**src/hw/rtl/diff_drive_odometry_macros.svh**
```systemverilog
// assertion macros shared by the odometry rtl
// expects clk and rst_n in the scope of the module that uses them
`ifndef DIFF_DRIVE_ODOMETRY_MACROS_SVH
`define DIFF_DRIVE_ODOMETRY_MACROS_SVH
`ifndef SYNTH
`define ODO_ASSERT(lbl, prop) \
    lbl: assert property (@(posedge clk) disable iff (!rst_n) prop) \
        else $error("odometry check failed");
`define ODO_ASSERT_NEXT(lbl, pre, post) \
    lbl: assert property (@(posedge clk) disable iff (!rst_n) pre |=> post) \
        else $error("odometry sequence check failed");
`else
`define ODO_ASSERT(lbl, prop)
`define ODO_ASSERT_NEXT(lbl, pre, post)
`endif
`endif

```
**src/hw/rtl/odo_pkg.sv**
```systemverilog
// shared constants, types and helper functions for the odometry block
// no dependencies
`timescale 1ns / 1ps
package odo_pkg;

    localparam int FRAC_BITS    = 16;
    localparam int CORDIC_STEPS = 16;
    localparam int CORDIC_CNT_W = $clog2(CORDIC_STEPS + 1);
    localparam int Q30          = 30;

    localparam int ANG_W   = 19;
    localparam int CS_W    = 32;
    localparam int CFG_W   = 20;
    localparam int IN_W    = 88;
    localparam int OUT_W   = 184;

    localparam int MUL_A_W   = 44;
    localparam int MUL_B_W   = 32;
    localparam int MUL_P_W   = MUL_A_W + MUL_B_W;
    localparam int MUL_CNT_W = $clog2(MUL_B_W + 1);

    localparam int DIV_N_W   = 64;
    localparam int DIV_D_W   = 24;
    localparam int DIV_CNT_W = $clog2(DIV_N_W);

    localparam logic [63:0] PI_Q60 = 64'd3622009729038561421;
    localparam logic [63:0] PI_W = (PI_Q60 + (64'd1 << (59 - FRAC_BITS))) >> (60 - FRAC_BITS);
    localparam logic [63:0] TWO_PI_W =
        (PI_Q60 + (64'd1 << (58 - FRAC_BITS))) >> (59 - FRAC_BITS);
    localparam logic [63:0] HALF_PI_W =
        (PI_Q60 + (64'd1 << (60 - FRAC_BITS))) >> (61 - FRAC_BITS);

    localparam logic signed [ANG_W:0] PI_Q      = (ANG_W + 1)'(PI_W);
    localparam logic signed [ANG_W:0] TWO_PI_Q  = (ANG_W + 1)'(TWO_PI_W);
    localparam logic signed [ANG_W:0] HALF_PI_Q = (ANG_W + 1)'(HALF_PI_W);

    localparam logic [31:0] GAIN_Q30   = 32'd652032874;
    localparam logic [31:0] RATE_SCALE = 32'd1000000;

    localparam logic [CFG_W-1:0] RADIUS_RST = CFG_W'(((64'd16 << FRAC_BITS) + 64'd50) / 64'd100);
    localparam logic [CFG_W-1:0] BASE_RST   = CFG_W'(64'd1 << (FRAC_BITS - 1));

    localparam logic [31:0] ATAN_TAB [11] = '{
        32'd843314857, 32'd497837829, 32'd263043837, 32'd133525159, 32'd67021687,
        32'd33543516,  32'd16775851,  32'd8388437,   32'd4194283,   32'd2097149,
        32'd1048576
    };

    typedef struct packed {
        logic busy;
        logic done;
    } unit_stat_t;

    // arctangent of 2^-i in q30
    function automatic logic [31:0] atan_step(input logic [5:0] i);
        logic [31:0] r;
        if (i < 6'd11)
            r = ATAN_TAB[i[3:0]];
        else if (i <= 6'd30)
            r = 32'd1 << (6'd30 - i);
        else
            r = '0;
        return r;
    endfunction

endpackage

```
**src/hw/rtl/odo_mul.sv**
```systemverilog
// serial shift-add multiplier, one multiplier bit per cycle, sign applied at the end
// depends on odo_pkg
`timescale 1ns / 1ps
module odo_mul
    import odo_pkg::*;
(
    input  logic                      clk,
    input  logic                      rst_n,
    input  logic                      start,
    input  logic signed [MUL_A_W-1:0] a,
    input  logic signed [MUL_B_W-1:0] b,
    output logic signed [MUL_P_W-1:0] prod,
    output unit_stat_t                stat
);

    logic [MUL_A_W-1:0]        a_mag;
    logic [MUL_B_W-1:0]        b_mag;
    logic [MUL_P_W-1:0]        acc_reg;
    logic [MUL_P_W-1:0]        mcand_reg;
    logic [MUL_B_W-1:0]        mplier_reg;
    logic [MUL_CNT_W-1:0]      cnt_reg;
    logic                      neg_reg;
    logic                      busy_reg;
    logic                      done_reg;
    logic signed [MUL_P_W-1:0] prod_reg;

    always_comb
    begin
        a_mag = a[MUL_A_W-1] ? MUL_A_W'(-a) : MUL_A_W'(a);
        b_mag = b[MUL_B_W-1] ? MUL_B_W'(-b) : MUL_B_W'(b);
    end

    always_ff @(posedge clk or negedge rst_n)
    begin
        if (!rst_n)
        begin
            acc_reg    <= '0;
            mcand_reg  <= '0;
            mplier_reg <= '0;
            cnt_reg    <= '0;
            neg_reg    <= 1'b0;
            busy_reg   <= 1'b0;
            done_reg   <= 1'b0;
            prod_reg   <= '0;
        end
        else
        begin
            done_reg <= 1'b0;
            if (start)
            begin
                busy_reg   <= 1'b1;
                cnt_reg    <= '0;
                acc_reg    <= '0;
                mcand_reg  <= MUL_P_W'(a_mag);
                mplier_reg <= b_mag;
                neg_reg    <= a[MUL_A_W-1] ^ b[MUL_B_W-1];
            end
            else if (busy_reg)
            begin
                if (cnt_reg == MUL_CNT_W'(MUL_B_W))
                begin
                    busy_reg <= 1'b0;
                    done_reg <= 1'b1;
                    prod_reg <= neg_reg ? -$signed(acc_reg) : $signed(acc_reg);
                end
                else
                begin
                    if (mplier_reg[0])
                        acc_reg <= acc_reg + mcand_reg;
                    mcand_reg  <= mcand_reg << 1;
                    mplier_reg <= mplier_reg >> 1;
                    cnt_reg    <= cnt_reg + 1'b1;
                end
            end
        end
    end

    assign prod      = prod_reg;
    assign stat.busy = busy_reg;
    assign stat.done = done_reg;

endmodule

```
**src/hw/rtl/odo_div.sv**
```systemverilog
// serial restoring divider, one quotient bit per cycle
// depends on odo_pkg
`timescale 1ns / 1ps
module odo_div
    import odo_pkg::*;
(
    input  logic               clk,
    input  logic               rst_n,
    input  logic               start,
    input  logic [DIV_N_W-1:0] num,
    input  logic [DIV_D_W-1:0] den,
    output logic [DIV_N_W-1:0] quot,
    output logic [DIV_D_W-1:0] rem,
    output unit_stat_t         stat
);

    logic [DIV_N_W-1:0]   quo_reg;
    logic [DIV_D_W:0]     rem_reg;
    logic [DIV_D_W-1:0]   den_reg;
    logic [DIV_CNT_W-1:0] cnt_reg;
    logic                 busy_reg;
    logic                 done_reg;
    logic [DIV_D_W:0]     shifted;
    logic [DIV_D_W+1:0]   trial;
    logic                 fits;

    always_comb
    begin
        shifted = {rem_reg[DIV_D_W-1:0], quo_reg[DIV_N_W-1]};
        trial   = {1'b0, shifted} - {2'b00, den_reg};
        fits    = !trial[DIV_D_W+1];
    end

    always_ff @(posedge clk or negedge rst_n)
    begin
        if (!rst_n)
        begin
            quo_reg  <= '0;
            rem_reg  <= '0;
            den_reg  <= '0;
            cnt_reg  <= '0;
            busy_reg <= 1'b0;
            done_reg <= 1'b0;
        end
        else
        begin
            done_reg <= 1'b0;
            if (start)
            begin
                quo_reg  <= num;
                rem_reg  <= '0;
                den_reg  <= den;
                cnt_reg  <= '0;
                busy_reg <= 1'b1;
            end
            else if (busy_reg)
            begin
                rem_reg <= fits ? trial[DIV_D_W:0] : shifted;
                quo_reg <= {quo_reg[DIV_N_W-2:0], fits};
                cnt_reg <= cnt_reg + 1'b1;
                if (cnt_reg == DIV_CNT_W'(DIV_N_W - 1))
                begin
                    busy_reg <= 1'b0;
                    done_reg <= 1'b1;
                end
            end
        end
    end

    assign quot      = quo_reg;
    assign rem       = rem_reg[DIV_D_W-1:0];
    assign stat.busy = busy_reg;
    assign stat.done = done_reg;

endmodule

```
**src/hw/rtl/odo_cordic.sv**
```systemverilog
// iterative rotation-mode cordic giving q30 cosine and sine, one step per cycle
// depends on odo_pkg
`timescale 1ns / 1ps
module odo_cordic
    import odo_pkg::*;
(
    input  logic                    clk,
    input  logic                    rst_n,
    input  logic                    start,
    input  logic signed [ANG_W-1:0] ang,
    output logic signed [CS_W-1:0]  cos_q,
    output logic signed [CS_W-1:0]  sin_q,
    output unit_stat_t              stat
);

    localparam int CW = CS_W + 2;

    logic signed [CW-1:0]     x_reg;
    logic signed [CW-1:0]     y_reg;
    logic signed [CW-1:0]     z_reg;
    logic [CORDIC_CNT_W-1:0]  cnt_reg;
    logic                     neg_reg;
    logic                     busy_reg;
    logic                     done_reg;
    logic signed [CS_W-1:0]   cos_reg;
    logic signed [CS_W-1:0]   sin_reg;

    logic signed [ANG_W:0]    ang_ext;
    logic signed [ANG_W:0]    folded;
    logic                     fold;
    logic signed [CW-1:0]     x_sh;
    logic signed [CW-1:0]     y_sh;
    logic signed [CW-1:0]     at;

    always_comb
    begin
        ang_ext = (ANG_W + 1)'(ang);
        fold    = 1'b1;
        if (ang_ext > HALF_PI_Q)
            folded = ang_ext - PI_Q;
        else if (ang_ext < -HALF_PI_Q)
            folded = ang_ext + PI_Q;
        else
        begin
            folded = ang_ext;
            fold   = 1'b0;
        end
        x_sh = x_reg >>> cnt_reg;
        y_sh = y_reg >>> cnt_reg;
        at   = CW'(atan_step(6'(cnt_reg)));
    end

    always_ff @(posedge clk or negedge rst_n)
    begin
        if (!rst_n)
        begin
            x_reg    <= '0;
            y_reg    <= '0;
            z_reg    <= '0;
            cnt_reg  <= '0;
            neg_reg  <= 1'b0;
            busy_reg <= 1'b0;
            done_reg <= 1'b0;
            cos_reg  <= '0;
            sin_reg  <= '0;
        end
        else
        begin
            done_reg <= 1'b0;
            if (start)
            begin
                x_reg    <= CW'(GAIN_Q30);
                y_reg    <= '0;
                z_reg    <= CW'(folded) <<< (Q30 - FRAC_BITS);
                neg_reg  <= fold;
                cnt_reg  <= '0;
                busy_reg <= 1'b1;
            end
            else if (busy_reg)
            begin
                if (cnt_reg == CORDIC_CNT_W'(CORDIC_STEPS))
                begin
                    busy_reg <= 1'b0;
                    done_reg <= 1'b1;
                    cos_reg  <= neg_reg ? CS_W'(-x_reg) : CS_W'(x_reg);
                    sin_reg  <= neg_reg ? CS_W'(-y_reg) : CS_W'(y_reg);
                end
                else
                begin
                    if (!z_reg[CW-1])
                    begin
                        x_reg <= x_reg - y_sh;
                        y_reg <= y_reg + x_sh;
                        z_reg <= z_reg - at;
                    end
                    else
                    begin
                        x_reg <= x_reg + y_sh;
                        y_reg <= y_reg - x_sh;
                        z_reg <= z_reg + at;
                    end
                    cnt_reg <= cnt_reg + 1'b1;
                end
            end
        end
    end

    assign cos_q     = cos_reg;
    assign sin_q     = sin_reg;
    assign stat.busy = busy_reg;
    assign stat.done = done_reg;

endmodule

```
**src/hw/rtl/diff_drive_odometry.sv**
```systemverilog
// Differential-drive wheel odometry. Each input transaction carries both absolute wheel
// angles and the elapsed microseconds; one output transaction returns pose, velocity
// components and turn rate in Q16.16 (the heading is 19 bits wide, with 16 fraction bits).
// One tick is handled at a time. A rate that is forced (elapsed_us zero, or a saturating
// value) skips the rate multiply and divide. The time is set by the bit-serial
// multiplier (up to nine products), the bit-serial divider (up to six quotients)
// and the cordic (run twice). A finished result waits in the output register while the
// next tick is taken. If that register is still full when the next result is ready, the
// block waits for it to drain.
// wr_en writes the wheel radius (index 0) or the wheel separation (index 1) and must only
// be used while the block is idle.
// depends on odo_pkg, odo_mul, odo_div, odo_cordic and the macro header
`timescale 1ns / 1ps
`include "diff_drive_odometry_macros.svh"
module diff_drive_odometry
    import odo_pkg::*;
(
    input  logic             clk,
    input  logic             rst_n,
    input  logic             s_tvalid,
    output logic             s_tready,
    // left_wheel_angle[31:0], right_wheel_angle[63:32], elapsed_us[87:64]
    input  logic [IN_W-1:0]  s_tdata,
    output logic             m_tvalid,
    input  logic             m_tready,
    // pos_x[31:0], pos_y[63:32], heading[82:64], vel_x[114:83], vel_y[146:115],
    // turn_rate[178:147], zero fill[183:179]
    output logic [OUT_W-1:0] m_tdata,
    input  logic             wr_en,
    input  logic             wr_index,
    input  logic [CFG_W-1:0] wr_data
);

    localparam logic REG_RADIUS = 1'b0;
    localparam logic REG_BASE   = 1'b1;
    localparam int   WR_W = ANG_W + 2;

    typedef enum logic [4:0] {
        S_IDLE, S_DIST, S_DIFF, S_TURN, S_MID, S_CMID, S_POSX, S_POSY,
        S_HEAD, S_CHEAD, S_PX, S_PY, S_RCHK, S_RMUL, S_RDIV, S_DONE
    } state_t;

    typedef enum logic [1:0] {RS_VX, RS_VY, RS_TR} rsel_t;

    state_t                    state_reg;
    rsel_t                     sel_reg;
    logic                      go_reg;
    logic [CFG_W-1:0]          rad_reg;
    logic [CFG_W-1:0]          base_reg;
    logic signed [31:0]        prev_l_reg;
    logic signed [31:0]        prev_r_reg;
    logic signed [31:0]        x_reg;
    logic signed [31:0]        y_reg;
    logic signed [ANG_W-1:0]   head_reg;
    logic signed [ANG_W-1:0]   mid_reg;
    logic signed [33:0]        sum_reg;
    logic signed [33:0]        diff_reg;
    logic [DIV_D_W-1:0]        dt_reg;
    logic signed [37:0]        dist_reg;
    logic signed [54:0]        turn_reg;
    logic signed [CS_W-1:0]    c_reg;
    logic signed [CS_W-1:0]    s_reg;
    logic signed [54:0]        rv_reg;
    logic signed [63:0]        rp_reg;
    logic signed [31:0]        vx_reg;
    logic signed [31:0]        vy_reg;
    logic signed [31:0]        tr_reg;
    logic                      m_tvalid_reg;
    logic [OUT_W-1:0]          m_tdata_reg;

    logic signed [31:0]        in_left;
    logic signed [31:0]        in_right;
    logic signed [32:0]        dl;
    logic signed [32:0]        dr;
    logic signed [55:0]        v_mid;
    logic signed [55:0]        v_head;
    logic signed [45:0]        prod_q30;
    logic signed [46:0]        x_sum;
    logic signed [46:0]        y_sum;

    logic                      mul_owner;
    logic                      mul_start;
    logic signed [MUL_A_W-1:0] mul_a;
    logic signed [MUL_B_W-1:0] mul_b;
    logic signed [MUL_P_W-1:0] mul_prod;
    unit_stat_t                mul_stat;

    logic                      div_start;
    logic signed [63:0]        div_sv;
    logic                      div_neg;
    logic [DIV_N_W-1:0]        div_num;
    logic [DIV_D_W-1:0]        div_den;
    logic [DIV_N_W-1:0]        div_quot;
    logic [DIV_D_W-1:0]        div_rem;
    unit_stat_t                div_stat;

    logic                      cor_start;
    logic signed [ANG_W-1:0]   cor_ang;
    logic signed [CS_W-1:0]    cor_cos;
    logic signed [CS_W-1:0]    cor_sin;
    unit_stat_t                cor_stat;

    logic                      rate_skip;
    logic                      rate_wr;
    logic signed [31:0]        rate_val;
    logic signed [31:0]        rate_div;

    // remainder of a magnitude division back to a signed angle in [-pi, pi]
    function automatic logic signed [ANG_W-1:0] wrap_fix(input logic [DIV_D_W-1:0] r,
                                                         input logic neg);
        logic signed [WR_W-1:0] v;
        v = $signed({2'b00, r[ANG_W-1:0]});
        if (neg)
            v = -v;
        if (v < 0)
            v = v + TWO_PI_Q;
        if (v > PI_Q)
            v = v - TWO_PI_Q;
        return v[ANG_W-1:0];
    endfunction

    function automatic logic signed [31:0] sat_pos(input logic signed [46:0] v);
        logic signed [31:0] r;
        if (v > 47'sd2147483647)
            r = 32'sh7fffffff;
        else if (v < -47'sd2147483648)
            r = 32'sh80000000;
        else
            r = v[31:0];
        return r;
    endfunction

    function automatic logic signed [31:0] sat_rate(input logic [DIV_N_W-1:0] q,
                                                    input logic neg);
        logic signed [31:0] r;
        if (!neg)
            r = (q > 64'd2147483647) ? 32'sh7fffffff : $signed(q[31:0]);
        else
            r = (q > 64'd2147483648) ? 32'sh80000000 : -$signed(q[31:0]);
        return r;
    endfunction

    always_comb
    begin
        in_left  = s_tdata[31:0];
        in_right = s_tdata[63:32];
        dl       = 33'(in_left) - 33'(prev_l_reg);
        dr       = 33'(in_right) - 33'(prev_r_reg);
        v_mid    = 56'(turn_reg >>> 1) + 56'(head_reg);
        v_head   = 56'(turn_reg) + 56'(head_reg);
        prod_q30 = $signed(mul_prod[MUL_P_W-1:Q30]);
        x_sum    = 47'(x_reg) + 47'(prod_q30);
        y_sum    = 47'(y_reg) + 47'(prod_q30);
    end

    // operand selection for the shared serial units
    always_comb
    begin
        mul_a = MUL_A_W'(dist_reg);
        mul_b = c_reg;
        unique case (state_reg)
            S_DIST:
            begin
                mul_a = MUL_A_W'(sum_reg);
                mul_b = MUL_B_W'(rad_reg);
            end
            S_DIFF:
            begin
                mul_a = MUL_A_W'(diff_reg);
                mul_b = MUL_B_W'(rad_reg);
            end
            S_POSY, S_PY:
                mul_b = s_reg;
            S_RMUL:
            begin
                mul_a = rv_reg[MUL_A_W-1:0];
                mul_b = RATE_SCALE;
            end
            default:
                mul_b = c_reg;
        endcase

        unique case (state_reg)
            S_TURN:  div_sv = 64'(turn_reg);
            S_MID:   div_sv = 64'(v_mid);
            S_HEAD:  div_sv = 64'(v_head);
            default: div_sv = rp_reg;
        endcase
        div_neg = div_sv[63];
        div_num = div_neg ? DIV_N_W'(-div_sv) : DIV_N_W'(div_sv);

        unique case (state_reg)
            S_TURN:  div_den = (base_reg == '0) ? DIV_D_W'(1) : DIV_D_W'(base_reg);
            S_RDIV:  div_den = dt_reg;
            default: div_den = DIV_D_W'(TWO_PI_Q);
        endcase

        cor_ang   = (state_reg == S_CMID) ? mid_reg : head_reg;
        mul_owner = (state_reg == S_DIST || state_reg == S_DIFF ||
                     state_reg == S_POSX || state_reg == S_POSY || state_reg == S_PX ||
                     state_reg == S_PY || state_reg == S_RMUL);
        mul_start = go_reg && mul_owner;
        div_start = go_reg && (state_reg == S_TURN || state_reg == S_MID ||
                    state_reg == S_HEAD || state_reg == S_RDIV);
        cor_start = go_reg && (state_reg == S_CMID || state_reg == S_CHEAD);
    end

    // rate results: zero elapsed time and out-of-range values bypass the units
    always_comb
    begin
        rate_skip = 1'b1;
        if (dt_reg == '0)
            rate_val = '0;
        else if (rv_reg >= 55'sd8796093022208)
            rate_val = 32'sh7fffffff;
        else if (rv_reg <= -55'sd8796093022208)
            rate_val = 32'sh80000000;
        else
        begin
            rate_val  = '0;
            rate_skip = 1'b0;
        end
        rate_div = sat_rate(div_quot, div_neg);
        rate_wr  = (state_reg == S_RCHK && rate_skip) ||
                   (state_reg == S_RDIV && div_stat.done);
        if (state_reg == S_RDIV)
            rate_val = rate_div;
    end

    always_ff @(posedge clk or negedge rst_n)
    begin
        if (!rst_n)
        begin
            rad_reg  <= RADIUS_RST;
            base_reg <= BASE_RST;
        end
        else if (wr_en)
        begin
            unique case (wr_index)
                REG_RADIUS: rad_reg  <= wr_data;
                REG_BASE:   base_reg <= wr_data;
                default:    base_reg <= base_reg;
            endcase
        end
    end

    always_ff @(posedge clk or negedge rst_n)
    begin
        if (!rst_n)
        begin
            state_reg    <= S_IDLE;
            sel_reg      <= RS_VX;
            go_reg       <= 1'b0;
            prev_l_reg   <= '0;
            prev_r_reg   <= '0;
            x_reg        <= '0;
            y_reg        <= '0;
            head_reg     <= '0;
            mid_reg      <= '0;
            sum_reg      <= '0;
            diff_reg     <= '0;
            dt_reg       <= '0;
            dist_reg     <= '0;
            turn_reg     <= '0;
            c_reg        <= '0;
            s_reg        <= '0;
            rv_reg       <= '0;
            rp_reg       <= '0;
            vx_reg       <= '0;
            vy_reg       <= '0;
            tr_reg       <= '0;
            m_tvalid_reg <= 1'b0;
            m_tdata_reg  <= '0;
        end
        else
        begin
            go_reg <= 1'b0;
            if (m_tvalid_reg && m_tready)
                m_tvalid_reg <= 1'b0;

            unique case (state_reg)
                S_IDLE:
                    if (s_tvalid)
                    begin
                        prev_l_reg <= in_left;
                        prev_r_reg <= in_right;
                        sum_reg    <= 34'(dl) + 34'(dr);
                        diff_reg   <= 34'(dr) - 34'(dl);
                        dt_reg     <= s_tdata[87:64];
                        state_reg  <= S_DIST;
                        go_reg     <= 1'b1;
                    end
                S_DIST:
                    if (mul_stat.done)
                    begin
                        dist_reg  <= 38'(mul_prod >>> (FRAC_BITS + 1));
                        state_reg <= S_DIFF;
                        go_reg    <= 1'b1;
                    end
                S_DIFF:
                    if (mul_stat.done)
                    begin
                        turn_reg  <= 55'(mul_prod);
                        state_reg <= S_TURN;
                        go_reg    <= 1'b1;
                    end
                S_TURN:
                    if (div_stat.done)
                    begin
                        turn_reg  <= div_neg ? -$signed(55'(div_quot)) : $signed(55'(div_quot));
                        state_reg <= S_MID;
                        go_reg    <= 1'b1;
                    end
                S_MID:
                    if (div_stat.done)
                    begin
                        mid_reg   <= wrap_fix(div_rem, div_neg);
                        state_reg <= S_CMID;
                        go_reg    <= 1'b1;
                    end
                S_CMID:
                    if (cor_stat.done)
                    begin
                        c_reg     <= cor_cos;
                        s_reg     <= cor_sin;
                        state_reg <= S_POSX;
                        go_reg    <= 1'b1;
                    end
                S_POSX:
                    if (mul_stat.done)
                    begin
                        x_reg     <= sat_pos(x_sum);
                        state_reg <= S_POSY;
                        go_reg    <= 1'b1;
                    end
                S_POSY:
                    if (mul_stat.done)
                    begin
                        y_reg     <= sat_pos(y_sum);
                        state_reg <= S_HEAD;
                        go_reg    <= 1'b1;
                    end
                S_HEAD:
                    if (div_stat.done)
                    begin
                        head_reg  <= wrap_fix(div_rem, div_neg);
                        state_reg <= S_CHEAD;
                        go_reg    <= 1'b1;
                    end
                S_CHEAD:
                    if (cor_stat.done)
                    begin
                        c_reg     <= cor_cos;
                        s_reg     <= cor_sin;
                        sel_reg   <= RS_VX;
                        state_reg <= S_PX;
                        go_reg    <= 1'b1;
                    end
                S_PX, S_PY:
                    if (mul_stat.done)
                    begin
                        rv_reg    <= 55'(prod_q30);
                        state_reg <= S_RCHK;
                    end
                S_RCHK:
                    if (!rate_skip)
                    begin
                        state_reg <= S_RMUL;
                        go_reg    <= 1'b1;
                    end
                S_RMUL:
                    if (mul_stat.done)
                    begin
                        rp_reg    <= mul_prod[63:0];
                        state_reg <= S_RDIV;
                        go_reg    <= 1'b1;
                    end
                S_RDIV:
                    state_reg <= S_RDIV;
                S_DONE:
                    if (!m_tvalid_reg || m_tready)
                    begin
                        m_tdata_reg  <= {5'd0, tr_reg, vy_reg, vx_reg, head_reg, y_reg, x_reg};
                        m_tvalid_reg <= 1'b1;
                        state_reg    <= S_IDLE;
                    end
                default:
                    state_reg <= S_IDLE;
            endcase

            if (rate_wr)
            begin
                unique case (sel_reg)
                    RS_VX:
                    begin
                        vx_reg    <= rate_val;
                        sel_reg   <= RS_VY;
                        state_reg <= S_PY;
                        go_reg    <= 1'b1;
                    end
                    RS_VY:
                    begin
                        vy_reg    <= rate_val;
                        sel_reg   <= RS_TR;
                        rv_reg    <= turn_reg;
                        state_reg <= S_RCHK;
                    end
                    default:
                    begin
                        tr_reg    <= rate_val;
                        state_reg <= S_DONE;
                    end
                endcase
            end
        end
    end

    odo_mul u_mul (
        .clk   (clk),
        .rst_n (rst_n),
        .start (mul_start),
        .a     (mul_a),
        .b     (mul_b),
        .prod  (mul_prod),
        .stat  (mul_stat)
    );

    odo_div u_div (
        .clk   (clk),
        .rst_n (rst_n),
        .start (div_start),
        .num   (div_num),
        .den   (div_den),
        .quot  (div_quot),
        .rem   (div_rem),
        .stat  (div_stat)
    );

    odo_cordic u_cordic (
        .clk   (clk),
        .rst_n (rst_n),
        .start (cor_start),
        .ang   (cor_ang),
        .cos_q (cor_cos),
        .sin_q (cor_sin),
        .stat  (cor_stat)
    );

    assign s_tready = (state_reg == S_IDLE);
    assign m_tvalid = m_tvalid_reg;
    assign m_tdata  = m_tdata_reg;

    `ODO_ASSERT(a_one_unit_busy, $onehot0({mul_stat.busy, div_stat.busy, cor_stat.busy}))
    `ODO_ASSERT(a_heading_wrapped, (head_reg <= PI_Q) && (head_reg >= -PI_Q))
    `ODO_ASSERT(a_mul_done_owned, mul_stat.done |-> mul_owner)
    `ODO_ASSERT_NEXT(a_accept_starts, s_tvalid && s_tready, (state_reg == S_DIST) && go_reg)

endmodule
```
**config.mk**
```make
export PLATFORM = sky130hd
export DESIGN_NAME = diff_drive_odometry
export DESIGN_NICKNAME = d
export VERILOG_FILES = /design/src/hw/rtl/odo_pkg.sv /design/src/hw/rtl/odo_mul.sv /design/src/hw/rtl/odo_div.sv /design/src/hw/rtl/odo_cordic.sv /design/src/hw/rtl/diff_drive_odometry.sv
export VERILOG_INCLUDE_DIRS = /design/src /design/src/hw/rtl
export SDC_FILE = /design/constraint.sdc
export NUM_CORES = 2
export LEC_CHECK = 0
export ABC_AREA = 1
export BUFFER_PORTS_ARGS = -buffer_cell sky130_fd_sc_hd__buf_2
export CAP_MARGIN = 5
export CORE_ASPECT_RATIO = 2
export CORE_MARGIN = 8
export CORE_UTILIZATION = 52
export CTS_BUF_LIST = sky130_fd_sc_hd__clkbuf_4 sky130_fd_sc_hd__clkbuf_8
export DETAILED_ROUTE_END_ITERATION = 8
export PLACE_DENSITY = 0.68
export SYNTH_ARGS = -nofsm -noshare
export SYNTH_HDL_FRONTEND = slang
export SYNTH_SLANG_ARGS = --single-unit
export TNS_END_PERCENT = 100
```
**constraint.sdc**
```tcl
create_clock -name clk -period 12.4 [get_ports clk]
set_input_delay 3.1 -clock clk [delete_from_list [all_inputs] [get_ports clk]]
set_output_delay 3.1 -clock clk [all_outputs]
set_load 0.005 [all_outputs]
```
==> impl_metrics.py <==
metrics = {
    "grt": {
        "grt_pass1_wl_mm": 642,
        "grt-ovfl-total": 0,
        "grt_max_degree": 168,
        "grt_pass1_vias": 101890,
        "grt_usage_pct": 40.4,
        "antenna_found_initial": 34,
    },
    "pwr": {
        "seqPwrFrac_pct": 48.3,
        "combPwrFrac_pct": 4.0,
        "p_int_mw": 7.26,
        "p_leak_nw": 57.9,
        "p_switching_mw": 2.40,
        "p_per_area_nw_per_um2": 86.4,
        "switching_share_pct": 24.8,
        "clockPowerShare_pct": 47.6,
        "max-vdd-ir-drop_v": 0.0000875,
    },
    "synth": {
        "ys_seq_area_share_pct": 34.5,
        "synthMuxAreaShare_pct": 1.40,
        "synth_fa_ha_area_share_pct": 6.58,
        "synth_top_cell_area_share_pct": 34.2,
        "synth_compound_area_share_pct": 20.3,
        "synth_edf_count": 0,
        "synthFlopType": "dfrtp_1",
        "synthArstFlopShare_pct": 100,
        "syn_avg_cell_area_um2": 7.00,
        "synthCells": 14719,
        "synth_cell_type_count": 88,
        "synth-simple-area-share_pct": 22.7,
        "synth_top_family_by_area": "simple AND/OR/NAND/NOR gates",
        "ys_ff_latch": 1419,
        "synth-xor-area-share_pct": 5.30,
        "synthesis.area_um2": 103000,
        "ys_warn_count": 0,
        "synth_top_cell_by_area": "dfrtp_1",
        "synth_area_leaders": "dfrtp_1, nand2_1, o21ai_0",
    },
    "layout": {
        "num-nets-final": 15451,
        "fin_area_um2": 112000,
        "final_core_util_pct": 56.6,
        "area_growth_pct": 8.52,
        "final_cells": 17564,
        "layout_common_cells": "nand2_1, o21ai_0, inv_1",
        "drive_above_1_share_pct": 7.89,
        "layout_commonest_cell": "nand2_1",
        "largest_reg_flops": 179,
    },
    "clock_tree": {
        "clkTransAtPathRegs_ps": 70,
        "post-cts-setup-buffer-count": 0,
        "numCtsBuffers": 217,
        "clk_path_buf_depth": 4,
        "insertion_delay_ps": 1040,
        "cts_sinks": 1419,
        "cts-resized-gates": 0,
        "cts_hold_buffers": 0,
        "h-tree-depth": 4,
        "root_buffer": "clkbuf_8",
        "cts_tree": "yes",
    },
    "worst_setup_path": {
        "arrival_ps": 9260,
        "worst_path_largest_cell_delay_ps": 450,
        "path_delay_family": "compound AO/OA/AOI/OAI gates",
        "required_ps": 13290,
        "cp_slowest_cell": "o21ai_0",
        "crit_top_cell": "o21ai_0",
        "critPathMaxFanout": 9,
        "startpoint_type": "primary input",
        "critPathKind": "in -> reg",
        "critPathCaptureType": "flip-flop",
        "cp.buffers_inverters": 4,
    },
    "sta": {
        "rsz0062_at_grt": "no",
        "tns_ps": 0,
        "setup_viol": 0,
        "fmax_mhz": 119,
        "relSlewSlack_pct": 0.365,
        "hold_violations": 0,
        "clock-skew-final_ps": 83.4,
        "holdWs_ps": 475,
        "fin_crit_sh_pct": 67.6,
        "maxSlewViolCount": 0,
        "post-route-min-period_ps": 8380,
        "worst_pin_slew_ps": 1480,
    },
    "routing": {
        "viasPerCell": 5.84,
        "wl_per_cell_um": 25.0,
        "ant_nets": 0,
        "drc": 0,
        "drtIter0Drc": 8093,
        "firstDrtPassIters": 8,
        "wirelength_mm": 439,
        "vias": 102529,
    },
    "hold_path": {
        "hold_class": "reg -> reg",
    },
    "floorplan": {
        "core_area_um2": 197000,
        "rows": 231,
        "die_y_um": 645,
        "ioPinCount": 300,
        "die-area_um2": 213000,
        "die_w_um": 331,
        "initial_core_util_pct": 52.2,
    },
    "place": {
        "place_inst": 17141,
        "numPortBuffers": 294,
        "dpl.hpwl_mm": 346,
        "routabilityCongestion": 1.10,
        "placed_area_um2": 107000,
    },
    "status": {
        "status": "finished, violations left",
        "violations": "capacitance limit",
    },
    "job": {
        "drv_cap": 2,
    },
}
## through the flow
stage | setup slack, ps | power, mW
final | 4020 | 9.66
after global placement | 2960 | 5.15
after CTS | 4060 | 9.71
after global routing | 3370 | 9.92
after floorplan | 4690 | 4.92
after detailed placement | 2980 | 5.15
## worst paths after layout
| kind | from | to | slack, ps | depth (start not counted) |
|---|---|---|---|---|
| max | s_tdata[32] | diff_reg[31] | 4020 | 31 |
| min | c_reg[4] | c_reg[4] | 480 | 2 |
| max reg2reg | u_cordic.cnt_reg[0] | u_cordic.y_reg[32] | 4140 | 35 |
| min reg2reg | c_reg[4] | c_reg[4] | 480 | 2 |
| max in group asynchronous | rst_n | u_cordic.cnt_reg[0] | 8020 | 3 |
| min in group asynchronous | rst_n | m_tdata[170] | 2020 | 1 |
## logic make-up after synthesis
kind of cell,after synthesis
AO/OA/AOI/OAI,3819
other,1
XOR/XNOR,622
buffers and inverters,2480
flip-flops,1419
adder cells (fa/ha/maj),534
multiplexers,134
AND/OR/NAND/NOR,5710
## synth_stat cells, types with 67 or more instances
library cell  number
a21oi_1         1101
a31oi_1          123
clkbuf_1         435
dfrtp_1         1410
ha_1             521
inv_1           1858
mux2_2            83
nand2_1         3495
nand3_1          387
nand4_1          116
nor2_1          1263
nor3_1           167
nor4_1            76
o211ai_1          67
o21ai_0         1928
o22ai_1          160
xnor2_1          138
xor2_1           483
## worst reg2reg max path: cells and delay by family, from the launching register on
| family | cells | cell delay (ps) |
|---|---|---|
| compound gates | 17 | 3730 |
| xor+xnor | 1 | 180 |
| fa+ha+maj | 2 | 620 |
| buf+inv | 4 | 1080 |
| flops | 1 | 700 |
| mux | 2 | 640 |
| simple gates | 9 | 1160 |
## power groups by stage
stage	logic, mW	registers (mW)	clock network (mW)
4_1_cts	0.399	4.67	4.65
3_5_place_dp	0.398	4.75	0
6_report	0.391	4.67	4.60
5_1_grt	0.439	4.66	4.81
2_1_floorplan	0.177	4.74	0
3_3_place_gp	0.398	4.75	0
## layout make-up
class	count	area [um^2]
Tap cell	2563	3210
Fill cell	19979	85600
Inverter	1905	7160
Clock buffer	327	4130
Multi-Input combinational cell	10824	58200
Clock inverter	65	847
Sequential cell	1419	35500
Timing Repair Buffer	436	2710
Antenna cell	25	62.6
## per-layer routing
layer	vias up	GRT usage [%]	routed length [um]
met2	3797	70.4	216000
met3	1904	7.78	25700
met4	20	45.8	62100
met1	48151	36.4	135000
li1	48657	-	-
met5	-	0	105
(Power assumes the default switching activity.)
